===== config.mk =====
export PLATFORM = sky130hd
export DESIGN_NAME = at_command_frame_receiver_unit
export DESIGN_NICKNAME = d
export VERILOG_FILES = /design/src/design/acfr_pkg.sv /design/src/design/acfr_cfg_regs.sv /design/src/design/acfr_line_ram.sv /design/src/design/acfr_frame_core.sv /design/src/design/at_command_frame_receiver_unit.sv
export SDC_FILE = /design/constraint.sdc
export NUM_CORES = 1
export LEC_CHECK = 0
export ABC_AREA = 1
export BUFFER_PORTS_ARGS = -buffer_cell sky130_fd_sc_hd__buf_2
export CAP_MARGIN = 20
export CORE_MARGIN = 1.5
export CORE_UTILIZATION = 41
export DETAILED_ROUTE_END_ITERATION = 16
export GPL_TIMING_DRIVEN = 0
export PLACE_DENSITY = 0.63
export RECOVER_POWER = 25
export REMOVE_ABC_BUFFERS = 1
export SLEW_MARGIN = 25
export SYNTH_ARGS = -nofsm -noshare
export SYNTH_HDL_FRONTEND = slang
export SYNTH_SLANG_ARGS = --single-unit

===== constraint.sdc =====
create_clock -name clk -period 5.55 [get_ports clk]
set_input_delay 0.8325 -clock clk [delete_from_list [all_inputs] [get_ports clk]]
set_output_delay 0.8325 -clock clk [all_outputs]
set_load 0.1 [all_outputs]

===== src/design/acfr_pkg.sv =====
`timescale 1ns / 1ps
`default_nettype none
// ----------------------------------------------------------------------------
// acfr_pkg
// Shared types and constants for the AT command frame receiver.
// ----------------------------------------------------------------------------
package acfr_pkg;

	// item operation codes
	typedef enum logic [1:0] {
		OP_BYTE    = 2'd0,
		OP_TICK    = 2'd1,
		OP_RELEASE = 2'd2,
		OP_READ    = 2'd3
	} op_t;

	// fixed field widths
	localparam int ByteW    = 8;
	localparam int ReadIdxW = 6;
	localparam int LenW     = 7;
	localparam int TimeoutW = 16;
	localparam int TicksW   = 17;

	// framing characters
	localparam logic [ByteW-1:0] CH_A  = 8'h41;
	localparam logic [ByteW-1:0] CH_T  = 8'h54;
	localparam logic [ByteW-1:0] CH_CR = 8'h0D;
	localparam logic [ByteW-1:0] CH_LF = 8'h0A;

	// defaults
	localparam int                  LINE_DEPTH_DEF  = 64;
	localparam logic [TimeoutW-1:0] TIMEOUT_RST     = 16'd1000;

	// configuration register map
	localparam int APB_AW = 3;
	localparam int APB_DW = 32;
	localparam logic [APB_AW-1:0] REG_FRAME_TIMEOUT = 3'd0;

	// one input beat
	typedef struct packed {
		op_t                 op;
		logic [ByteW-1:0]    byte_value;
		logic [ReadIdxW-1:0] read_index;
	} item_t;

	// one result beat
	typedef struct packed {
		logic             frame_ready;
		logic [LenW-1:0]  frame_length;
		logic [ByteW-1:0] read_byte;
		logic             frame_dropped;
	} result_t;

endpackage
`default_nettype wire


===== src/design/acfr_cfg_regs.sv =====
`timescale 1ns / 1ps
`default_nettype none
// ----------------------------------------------------------------------------
// acfr_cfg_regs
// APB-style register block holding the frame timeout limit.
// ----------------------------------------------------------------------------
module acfr_cfg_regs (
	input  wire logic                           clk,
	input  wire logic                           arst_n,
	input  wire logic                           psel,
	input  wire logic                           penable,
	input  wire logic                           pwrite,
	input  wire logic [acfr_pkg::APB_AW-1:0]    paddr,
	input  wire logic [acfr_pkg::APB_DW-1:0]    pwdata,
	output logic      [acfr_pkg::APB_DW-1:0]    prdata,
	output logic                                pready,
	output logic      [acfr_pkg::TimeoutW-1:0]  frame_timeout
);

	logic [acfr_pkg::TimeoutW-1:0] timeout_q;
	logic                          wr_hit;

	// write strobe in the access phase
	assign pready = 1'b1;
	assign wr_hit = psel && penable && pwrite && pready
		&& (paddr == acfr_pkg::REG_FRAME_TIMEOUT);

	always_ff @(posedge clk or negedge arst_n) begin
		if (!arst_n) begin
			timeout_q <= acfr_pkg::TIMEOUT_RST;
		end else if (wr_hit) begin
			timeout_q <= pwdata[acfr_pkg::TimeoutW-1:0];
		end
	end

	// read back
	always_comb begin
		prdata = '0;
		if (paddr == acfr_pkg::REG_FRAME_TIMEOUT) begin
			prdata = acfr_pkg::APB_DW'(timeout_q);
		end
	end

	assign frame_timeout = timeout_q;

endmodule
`default_nettype wire


===== src/design/acfr_line_ram.sv =====
`timescale 1ns / 1ps
`default_nettype none
// ----------------------------------------------------------------------------
// acfr_line_ram
// Line buffer: one write port, one registered read port, write-first bypass.
// ----------------------------------------------------------------------------
module acfr_line_ram #(
	parameter int LINE_DEPTH = acfr_pkg::LINE_DEPTH_DEF
) (
	input  wire logic                            clk,
	input  wire logic                            wr_en,
	input  wire logic [$clog2(LINE_DEPTH)-1:0]   wr_addr,
	input  wire logic [acfr_pkg::ByteW-1:0]      wr_data,
	input  wire logic                            rd_en,
	input  wire logic [$clog2(LINE_DEPTH)-1:0]   rd_addr,
	output logic      [acfr_pkg::ByteW-1:0]      rd_data
);

	logic [acfr_pkg::ByteW-1:0] mem [LINE_DEPTH];
	logic [acfr_pkg::ByteW-1:0] rd_data_q;

	// store
	always_ff @(posedge clk) begin
		if (wr_en) begin
			mem[wr_addr] <= wr_data;
		end
	end

	// registered read, a same-edge write to the address wins
	always_ff @(posedge clk) begin
		if (rd_en) begin
			if (wr_en && (wr_addr == rd_addr)) begin
				rd_data_q <= wr_data;
			end else begin
				rd_data_q <= mem[rd_addr];
			end
		end
	end

	assign rd_data = rd_data_q;

endmodule
`default_nettype wire


===== src/design/acfr_frame_core.sv =====
`timescale 1ns / 1ps
`default_nettype none
// ----------------------------------------------------------------------------
// acfr_frame_core
// Framing state and the single-pass update applied to one item per cycle while step_en is set.
// ----------------------------------------------------------------------------
module acfr_frame_core #(
	parameter int LINE_DEPTH = acfr_pkg::LINE_DEPTH_DEF
) (
	input  wire logic                            clk,
	input  wire logic                            arst_n,
	input  wire logic                            step_en,
	input  wire acfr_pkg::item_t                 item,
	input  wire logic [acfr_pkg::ByteW-1:0]      rd_data,
	input  wire logic [acfr_pkg::TimeoutW-1:0]   frame_timeout,
	output logic                                 wr_en,
	output logic      [$clog2(LINE_DEPTH)-1:0]   wr_addr,
	output logic      [acfr_pkg::ByteW-1:0]      wr_data,
	output acfr_pkg::result_t                    result
);

	localparam int AW = $clog2(LINE_DEPTH);
	localparam int CW = $clog2(LINE_DEPTH + 1);
	localparam int XW = (CW > acfr_pkg::ReadIdxW) ? CW : acfr_pkg::ReadIdxW;
	localparam logic [CW-1:0] DepthC = CW'(LINE_DEPTH);

	logic [CW-1:0]                 fill_q, fill_n, fill_inc;
	logic                          ready_q, ready_n;
	logic [acfr_pkg::TicksW-1:0]   ticks_q, ticks_n, ticks_inc;
	logic [acfr_pkg::ByteW-1:0]    last_q, last_n;
	logic                          dropped;
	logic                          rd_in_range;

	assign fill_inc  = fill_q + CW'(1);
	assign ticks_inc = ticks_q + acfr_pkg::TicksW'(1);

	// read window check against the current length
	assign rd_in_range = (XW'(item.read_index) < XW'(fill_q))
		&& (XW'(item.read_index) < XW'(DepthC));

	// next state
	always_comb begin
		fill_n  = fill_q;
		ready_n = ready_q;
		ticks_n = ticks_q;
		last_n  = last_q;
		dropped = 1'b0;
		wr_en   = 1'b0;
		wr_addr = AW'(fill_q);
		wr_data = item.byte_value;
		case (item.op)
			acfr_pkg::OP_BYTE: begin
				if (!ready_q) begin
					if (fill_q == '0) begin
						// header byte one
						if (item.byte_value == acfr_pkg::CH_A) begin
							wr_en  = step_en;
							fill_n = fill_inc;
							last_n = item.byte_value;
						end else begin
							fill_n  = '0;
							ticks_n = '0;
						end
					end else if (fill_q == CW'(1)) begin
						// header byte two
						if (item.byte_value == acfr_pkg::CH_T) begin
							wr_en  = step_en;
							fill_n = fill_inc;
							last_n = item.byte_value;
						end else begin
							fill_n  = '0;
							ticks_n = '0;
						end
					end else if (fill_q >= DepthC) begin
						fill_n  = '0;
						ticks_n = '0;
						dropped = 1'b1;
					end else begin
						// body byte, look for cr lf at the tail
						wr_en  = step_en;
						fill_n = fill_inc;
						last_n = item.byte_value;
						if (last_q == acfr_pkg::CH_CR
							&& item.byte_value == acfr_pkg::CH_LF) begin
							ready_n = 1'b1;
							ticks_n = '0;
						end else if (fill_inc >= DepthC) begin
							fill_n  = '0;
							ticks_n = '0;
							dropped = 1'b1;
						end
					end
				end
			end
			acfr_pkg::OP_TICK: begin
				// timeout on a partial frame
				if (fill_q != '0 && !ready_q) begin
					if (ticks_inc > acfr_pkg::TicksW'(frame_timeout)) begin
						fill_n  = '0;
						ticks_n = '0;
						dropped = 1'b1;
					end else begin
						ticks_n = ticks_inc;
					end
				end
			end
			acfr_pkg::OP_RELEASE: begin
				ready_n = 1'b0;
				fill_n  = '0;
				ticks_n = '0;
			end
			acfr_pkg::OP_READ: begin
				fill_n = fill_q;
			end
			default: begin
				fill_n = fill_q;
			end
		endcase
	end

	// result of this item
	always_comb begin
		result.frame_ready   = ready_n;
		result.frame_length  = acfr_pkg::LenW'(fill_n);
		result.frame_dropped = dropped;
		result.read_byte     = '0;
		if (item.op == acfr_pkg::OP_READ && rd_in_range) begin
			result.read_byte = rd_data;
		end
	end

	// control state
	always_ff @(posedge clk or negedge arst_n) begin
		if (!arst_n) begin
			fill_q  <= '0;
			ready_q <= 1'b0;
			ticks_q <= '0;
		end else if (step_en) begin
			fill_q  <= fill_n;
			ready_q <= ready_n;
			ticks_q <= ticks_n;
		end
	end

	// previous stored byte
	always_ff @(posedge clk) begin
		if (step_en) begin
			last_q <= last_n;
		end
	end

endmodule
`default_nettype wire


===== src/design/at_command_frame_receiver_unit.sv =====
`timescale 1ns / 1ps
`default_nettype none
// ----------------------------------------------------------------------------
// at_command_frame_receiver_unit
// Frames AT command lines from UART bytes; ticks, release and byte reads.
// ----------------------------------------------------------------------------
// Input beats (op, byte_value, read_index) arrive on in_valid / in_ready and
// one result beat (frame_ready, frame_length, read_byte, frame_dropped) leaves
// on out_valid / out_ready for every input beat, in order.
// An accepted beat is held in the input register, where the framing state is
// updated and the line buffer is written; as it advances, its result enters
// the output register and out_valid rises. Throughput is one beat per clock
// while out_ready is high: the state update is a single pass from the input
// register to the output register, and the line buffer has one write and one
// registered read port (read address taken at acceptance). When the receiver
// holds out_ready low, the input register still fills, then in_ready drops
// until the output beat is taken.
// Reset clears the framing state and sets frame_timeout to 1000; the line buffer
// is not cleared, only bytes below frame_length are ever returned. frame_timeout
// sits at APB byte address 0; the user must write it only while idle, unenforced.
// ----------------------------------------------------------------------------
module at_command_frame_receiver_unit #(
	parameter int LINE_DEPTH = acfr_pkg::LINE_DEPTH_DEF
) (
	input  wire logic                            clk,
	input  wire logic                            arst_n,
	// configuration
	input  wire logic                            psel,
	input  wire logic                            penable,
	input  wire logic                            pwrite,
	input  wire logic [acfr_pkg::APB_AW-1:0]     paddr,
	input  wire logic [acfr_pkg::APB_DW-1:0]     pwdata,
	output logic      [acfr_pkg::APB_DW-1:0]     prdata,
	output logic                                 pready,
	// input channel
	input  wire logic                            in_valid,
	output logic                                 in_ready,
	input  wire logic [1:0]                      op,
	input  wire logic [acfr_pkg::ByteW-1:0]      byte_value,
	input  wire logic [acfr_pkg::ReadIdxW-1:0]   read_index,
	// output channel
	output logic                                 out_valid,
	input  wire logic                            out_ready,
	output logic                                 frame_ready,
	output logic      [acfr_pkg::LenW-1:0]       frame_length,
	output logic      [acfr_pkg::ByteW-1:0]      read_byte,
	output logic                                 frame_dropped
);

	localparam int AW = $clog2(LINE_DEPTH);

	logic                          valid_s1;
	acfr_pkg::item_t               item_s1;
	logic                          out_valid_q;
	acfr_pkg::result_t             result_q;
	acfr_pkg::result_t             result_c;
	logic                          s1_adv;
	logic                          in_fire;
	logic [acfr_pkg::TimeoutW-1:0] frame_timeout;
	logic                          wr_en;
	logic [AW-1:0]                 wr_addr;
	logic [acfr_pkg::ByteW-1:0]    wr_data;
	logic [acfr_pkg::ByteW-1:0]    rd_data;

	// handshake
	assign s1_adv   = valid_s1 && (!out_valid_q || out_ready);
	assign in_ready = !valid_s1 || s1_adv;
	assign in_fire  = in_valid && in_ready;

	acfr_cfg_regs u_cfg (
		.clk           (clk),
		.arst_n        (arst_n),
		.psel          (psel),
		.penable       (penable),
		.pwrite        (pwrite),
		.paddr         (paddr),
		.pwdata        (pwdata),
		.prdata        (prdata),
		.pready        (pready),
		.frame_timeout (frame_timeout)
	);

	acfr_line_ram #(
		.LINE_DEPTH (LINE_DEPTH)
	) u_ram (
		.clk     (clk),
		.wr_en   (wr_en),
		.wr_addr (wr_addr),
		.wr_data (wr_data),
		.rd_en   (in_fire),
		.rd_addr (AW'(read_index)),
		.rd_data (rd_data)
	);

	acfr_frame_core #(
		.LINE_DEPTH (LINE_DEPTH)
	) u_core (
		.clk           (clk),
		.arst_n        (arst_n),
		.step_en       (s1_adv),
		.item          (item_s1),
		.rd_data       (rd_data),
		.frame_timeout (frame_timeout),
		.wr_en         (wr_en),
		.wr_addr       (wr_addr),
		.wr_data       (wr_data),
		.result        (result_c)
	);

	// input register valid
	always_ff @(posedge clk or negedge arst_n) begin
		if (!arst_n) begin
			valid_s1 <= 1'b0;
		end else if (in_ready) begin
			valid_s1 <= in_valid;
		end
	end

	// input register payload
	always_ff @(posedge clk) begin
		if (in_fire) begin
			item_s1.op         <= acfr_pkg::op_t'(op);
			item_s1.byte_value <= byte_value;
			item_s1.read_index <= read_index;
		end
	end

	// output register valid
	always_ff @(posedge clk or negedge arst_n) begin
		if (!arst_n) begin
			out_valid_q <= 1'b0;
		end else if (s1_adv) begin
			out_valid_q <= 1'b1;
		end else if (out_ready) begin
			out_valid_q <= 1'b0;
		end
	end

	// output register payload
	always_ff @(posedge clk) begin
		if (s1_adv) begin
			result_q <= result_c;
		end
	end

	assign out_valid     = out_valid_q;
	assign frame_ready   = result_q.frame_ready;
	assign frame_length  = result_q.frame_length;
	assign read_byte     = result_q.read_byte;
	assign frame_dropped = result_q.frame_dropped;

	// a dropped frame leaves nothing held
	a_drop_clears: assert property (@(posedge clk) disable iff (!arst_n)
		out_valid_q && result_q.frame_dropped
		|-> !result_q.frame_ready && (result_q.frame_length == '0))
		else $error("dropped frame still holds data");

	// a full input register behind a stalled output blocks new beats
	a_stall_blocks: assert property (@(posedge clk) disable iff (!arst_n)
		valid_s1 && out_valid_q && !out_ready |-> !in_ready)
		else $error("input accepted while both stages are stalled");

	// an item leaving the input register shows up at the output
	a_adv_lands: assert property (@(posedge clk) disable iff (!arst_n)
		s1_adv |=> out_valid_q)
		else $error("advanced item lost before the output register");

endmodule
`default_nettype wire

# After elaboration in Yosys (flattened, before gate mapping)

Memory sizes are Yosys's and may differ from the RTL's. A register that Yosys moved wholly into a read port is not among the register bits.
Index checks and enable logic that the tools add are counted.

Register bits: 84
RAM bits: 512
Bits of input ports: 58
Output and inout bits: 52
Logic and storage cells: 113
Memories: 1

Memory list:

| name      | depth | bits a word | rd ports | clocked after Yosys merged registers in | write ports | line                | source |
|---|---|---|---|---|---|---|---|
| u_ram.mem | 64    | 8           | 1        | 1                                       | 1           | acfr_line_ram.sv:19 | `logic [acfr_pkg::ByteW-1:0] mem [LINE_DEPTH];` |

Add/subtract/negate cells: 2
Order comparisons: 4
Equal/unequal tests: 16
Mux-type cells: 54
Bitwise logic cells: 1
Reductions and logical operators: 21

Operators by type and width:

| operator              | number |
|---|---|
| $mux 17               | 10 |
| $mux 7                | 10 |
| $pmux 17 s3           | 1 |
| $mux 8                | 5 |
| $pmux 7 s4            | 1 |
| $mux 1                | 24 |
| $add 17x1->17 const B | 1 |
| $gt 17x16->1          | 1 |
| $eq 8x4->1 const B    | 2 |
| $eq 8x7->1 const B    | 2 |
| $mux 16               | 1 |
| $ge 7x7->1 const B    | 2 |
| $logic_and 1x1->1     | 8 |
| $add 7x1->7 const B   | 1 |
| $eq 7x1->1 const B    | 1 |
| $logic_not 7->1       | 1 |
| $lt 6x7->1            | 1 |
| $reduce_and 7->1      | 1 |
| $reduce_bool 7->1     | 1 |
| $ne 6x1->1 const B    | 1 |
| $reduce_and 6->1      | 1 |
| $eq 2x2->1 const B    | 2 |
| $ne 2x2->1 const B    | 2 |
| $ne 4x3->1 const B    | 1 |
| 13 further kinds      | 17 |

# Logic depth before layout (Yosys ltp)

Depth after elaboration: 10
Depth in mapped cells: 24
Mapped depth without buffers: 24

# Hierarchy

A second synthesis with hierarchy kept.

Cells, all modules: 2404
Area, all modules: 26650.6 um^2

Modules (own cells, without submodules):

| module                         | times used | cells each | area an instance (um^2) | seq. area each (um^2) |
|---|---|---|---|---|
| acfr_line_ram                  | 1          | 1816       | 21479.4                 | 15615.0 |
| acfr_frame_core                | 1          | 414        | 3027.9                  | 865.8 |
| at_command_frame_receiver_unit | 1          | 45         | 1086.0                  | 1041.0 |
| acfr_cfg_regs                  | 1          | 129        | 1057.3                  | 407.9 |

# Worst setup path after synthesis

Ideal clock, no wire load.

Path kind: input to output
Start: input port paddr[1] in the netlist's numbering
End: output port prdata[10] in the netlist's numbering
Data arrival time: 2.829 ns
Required time: 4.718 ns
Setup slack: 1.889 ns
Cell stages on the path: 4
Path through: or3_1 -> clkbuf_1 -> clkbuf_1 -> nor2_1

Longest elaborated chain between the ends: 2

Ends and longest elaborated chain:

| element         | line                                 | source |
|---|---|---|
| start, declared | at_command_frame_receiver_unit.sv:31 | `input wire logic [acfr_pkg::APB_AW-1:0] paddr,` |
| $logic_not 3->1 | acfr_cfg_regs.sv:39                  | `if (paddr == acfr_pkg::REG_FRAME_TIMEOUT) begin` |
| $mux 16         | acfr_cfg_regs.sv:39                  |  |
| end, declared   | at_command_frame_receiver_unit.sv:33 | `output logic [acfr_pkg::APB_DW-1:0] prdata,` |

No other way between the ends.

==> key figures <==
Critical path
  – CP cell instances: clkbuf_1 -> buf_16 -> inv_8 -> buf_16 -> o21ai_0 -> o22ai_1 -> o21ai_0 -> o211ai_1 -> nand3_1 -> nand2_1 -> nand2_1 -> o21ai_2
  – Crit path buf inv count: 4
  – Crit Path Category: primary input to register
  – Critical-path top delay cell: clkbuf_1
  – CP max FO: 80
  – Crit path DAT: around 5100 ps
  – Slowest stage delay, CP: approximately 2000 ps
  – Crit. End Element: register
  – Critical path launch point type: primary input
  – Top delay family on crit path: buffers and inverters
  – Required @ worst endpoint: ~5900 ps

Yosys
  – Mapped Avg Cell Area: roughly 12 um2
  – Post-synth EDFFs: around 560
  – Adder-cell share of the synthesized area: ~1.2%
  – Async SR Flop Fraction: around 7.1%
  – Yosys cell types: 40
  – Post-synthesis mux area share: 0%
  – Commonest cells post-synth: edfxtp_1, nor2_1, o21ai_0
  – Xor and xnor fraction of the mapped netlist area: 0.480%
  – Top-count cell post-synth: edfxtp_1
  – Synth Area in Compound Gates: between 10 and 15%
  – Cells after Synth: approximately 2,200
  – Cell Area, Synth: ~0.026 mm2
  – Ys Warns: 0
  – Seq cells post-synth: approximately 600
  – Main combinational cell family by area after synthesis: simple AND/OR/NAND/NOR gates
  – Top cell type's share of synthesized area: about two thirds
  – Top FF cell, synth: edfxtp_1
  – Simple-gate area share of the yosys netlist: a little under an eighth
  – Largest cells by area after synthesis: edfxtp_1, o21ai_0, nor2_1
  – Register area share after synthesis: between 70% and 80%
  – Area leader, netlist: edfxtp_1

CTS
  – Post-CTS Setup Inserts: 0
  – Reg clk slew, reported paths: about 60 ps
  – CTS tree: yes
  – Worst skew pair latency: roughly 630 ps
  – Number of CTS-inserted buffers: 60
  – # hold bufs at CTS: 0
  – Max Root-Sink Buffers: 3
  – H-tree depth: 2
  – Post-cts resize count: 0
  – Root Driver: clkbuf_16
  – Clock sinks: 604

Floorplan
  – Core Rows: roughly 90
  – Die height: 253 um
  – Die area: 0.0638 mm2
  – Starting Density: 41.4%
  – # IOs: 110
  – Chip width: between 200 and 300 um
  – Core box area: ~0.062 mm2

Cells and area
  – Nets: ~2,300
  – Layout cell share with drive strength beyond 1: 10.7%
  – Seq. cell area: roughly 0.018 mm2
  – Fill cell count: approximately 5,500
  – Fin util: between 40% and 50%
  – Layout area overhead: 12.5%
  – Diode count: 0
  – Multi-input gate area: ~0.0065 mm2

STA
  – Fin Hold WS: 393 ps
  – Period Utilization, post-route: 85.4%
  – RSZ-0062 raised after global routing: false
  – Crit path time final: 4740 ps
  – Setup TNS: 0 ps
  – Rel. slew slack: -91.6%
  – Final Hold Vio Count: 0
  – Final setup violation count: 0
  – Slew @ Worst Pin: ~2900 ps
  – Slew Viols, Final: a little under 200
  – F_max: 211 MHz
  – Layout Skew: approximately 30 ps
  – Fin worst setup slack: about 810 ps

GRT
  – First-pass GRT wire length: around 96 mm
  – Number of antenna violations at the first check in global routing: 0
  – Overall routing resource usage: between 10% and 20%
  – Grt total ovfl: 0
  – Vias in the first global route: 16,200
  – Pin count of the biggest net entering global routing: between 100 and 150

Drt
  – 1st-iter DRT viols: 1,844
  – Via count: approximately 17,000
  – Drt first pass iters: 5
  – Vias per cell: ~5.4
  – WL/cell: between 20 and 25 um
  – Total Wirelength: around 63 mm
  – Drt drc: 0
  – Antenna Nets Post-Route: 0

Flow run
  – Max cap viols: 5

Place
  – Port Buf Inserts: 76
  – Worst slack at placement: ~1300 ps
  – Final HPWL DP: a little under 40 mm
  – GP Congestion: ~0.86

Status
  – Status: complete, but fails checks
  – Failing checks: max-capacitance violations, max-slew violations

Power
  – P per Cell Area: roughly 360 mW/mm2
  – Leakage power total: roughly 10 nW
  – Peak VDD IR: about 0.26 mV

Min path
  – HP Class: primary input to register
## per-stage QoR
step	total power [W]	instances	instance area, um2
floorplan	0.00594	2035	24800
global placement	0.00628	2948	26300
detailed placement	0.00633	2979	26800
CTS	0.0104	3090	28800
global route	0.0107	3090	28700
finish	0.0103	3090	28700
## where the power goes
group          internal [W]  switching, W  total [W]
Clock               0.00240       0.00170    0.00410
Combinational      0.000243      0.000827    0.00107
Sequential          0.00509     0.0000662    0.00516
## logic make-up after synthesis
family	Yosys count
adder cells (fa/ha/maj)	25
buffers and inverters	255
other	2
XOR/XNOR	14
AO/OA/AOI/OAI	513
flip-flops	604
AND/OR/NAND/NOR	750
## path summary, 6_finish.rpt
path,to,depth (start not counted),startpoint,slack [ps]
max in group asynchronous,u_core.ticks_q[3],1,arst_n,3230
hold reg to reg,u_core.ticks_q[1],2,u_core.ticks_q[1],530
hold / removal,item_s1[8],1,byte_value[2],390
setup / recovery,u_ram.rd_data[3],12,read_index[1],810
setup reg to reg,u_ram.mem[40][3],10,item_s1[12],960
min in group asynchronous,out_valid,1,arst_n,940
## per-layer routing
metal  vias up  global-route usage [%]  part of all wire [%]
met5         -                       0                     0
li1       7804                       -                     -
met2       718                    31.5                    47
met3        93                    3.83                   8.3
met1      8217                    27.4                    42
met4         0                    6.23                   2.8
## worst register-to-register path, stage by stage, from the launching register on
cell	delay, ps
edfxtp_1	390
clkbuf_1	770
buf_8	270
nand2_1	90
nor4_1	710
nor2_1	80
nor3_1	230
nand2_2	90
inv_2	350
nand2_1	370
nor2_1	870
## cell usage in the layout (no fill, tap or decap), types with 10 or more instances in the layout
| cell | count |
|---|---|
| a21oi_1 | 30 |
| buf_2 | 70 |
| buf_8 | 15 |
| clkbuf_1 | 23 |
| clkbuf_16 | 60 |
| clkinv_1 | 15 |
| clkinv_2 | 11 |
| conb_1 | 17 |
| dfrtp_1 | 37 |
| edfxtp_1 | 561 |
| ha_1 | 25 |
| inv_1 | 95 |
| inv_2 | 10 |
| nand2_1 | 228 |
| nand2_2 | 12 |
| nand3_1 | 72 |
| nand4_1 | 14 |
| nor2_1 | 387 |
| nor3_1 | 17 |
| o21ai_0 | 309 |
| o21ai_1 | 23 |
| o221ai_1 | 54 |
| o22ai_1 | 72 |
| xor2_1 | 14 |
## registers in the layout, indices dropped and copies added, names as in the netlist
| register | flops |
|---|---|
| u_core.last_q | 8 |
| frame_ready | 1 |
| valid_s1 | 1 |
| u_core.fill_q | 7 |
| u_ram.rd_data | 8 |
| read_byte | 8 |
| out_valid | 1 |
| u_core.ready_q | 1 |
| frame_dropped | 1 |
| u_cfg.frame_timeout | 16 |
| u_ram.mem | 512 |
| item_s1 | 16 |
| u_core.ticks_q | 17 |
| frame_length | 7 |
## area by class of cell
| cell class | count | share of cell area [%] |
|---|---|---|
| inverters | 112 | 1.53 |
| clock buffers | 69 | 5.34 |
| well taps | 837 | 3.65 |
| flip-flops and latches | 604 | 62.4 |
| multi-input cells | 1319 | 22.6 |
| repair buffers | 107 | 2.84 |
| clock inverters | 42 | 1.59 |
(Power assumes the default switching activity.)
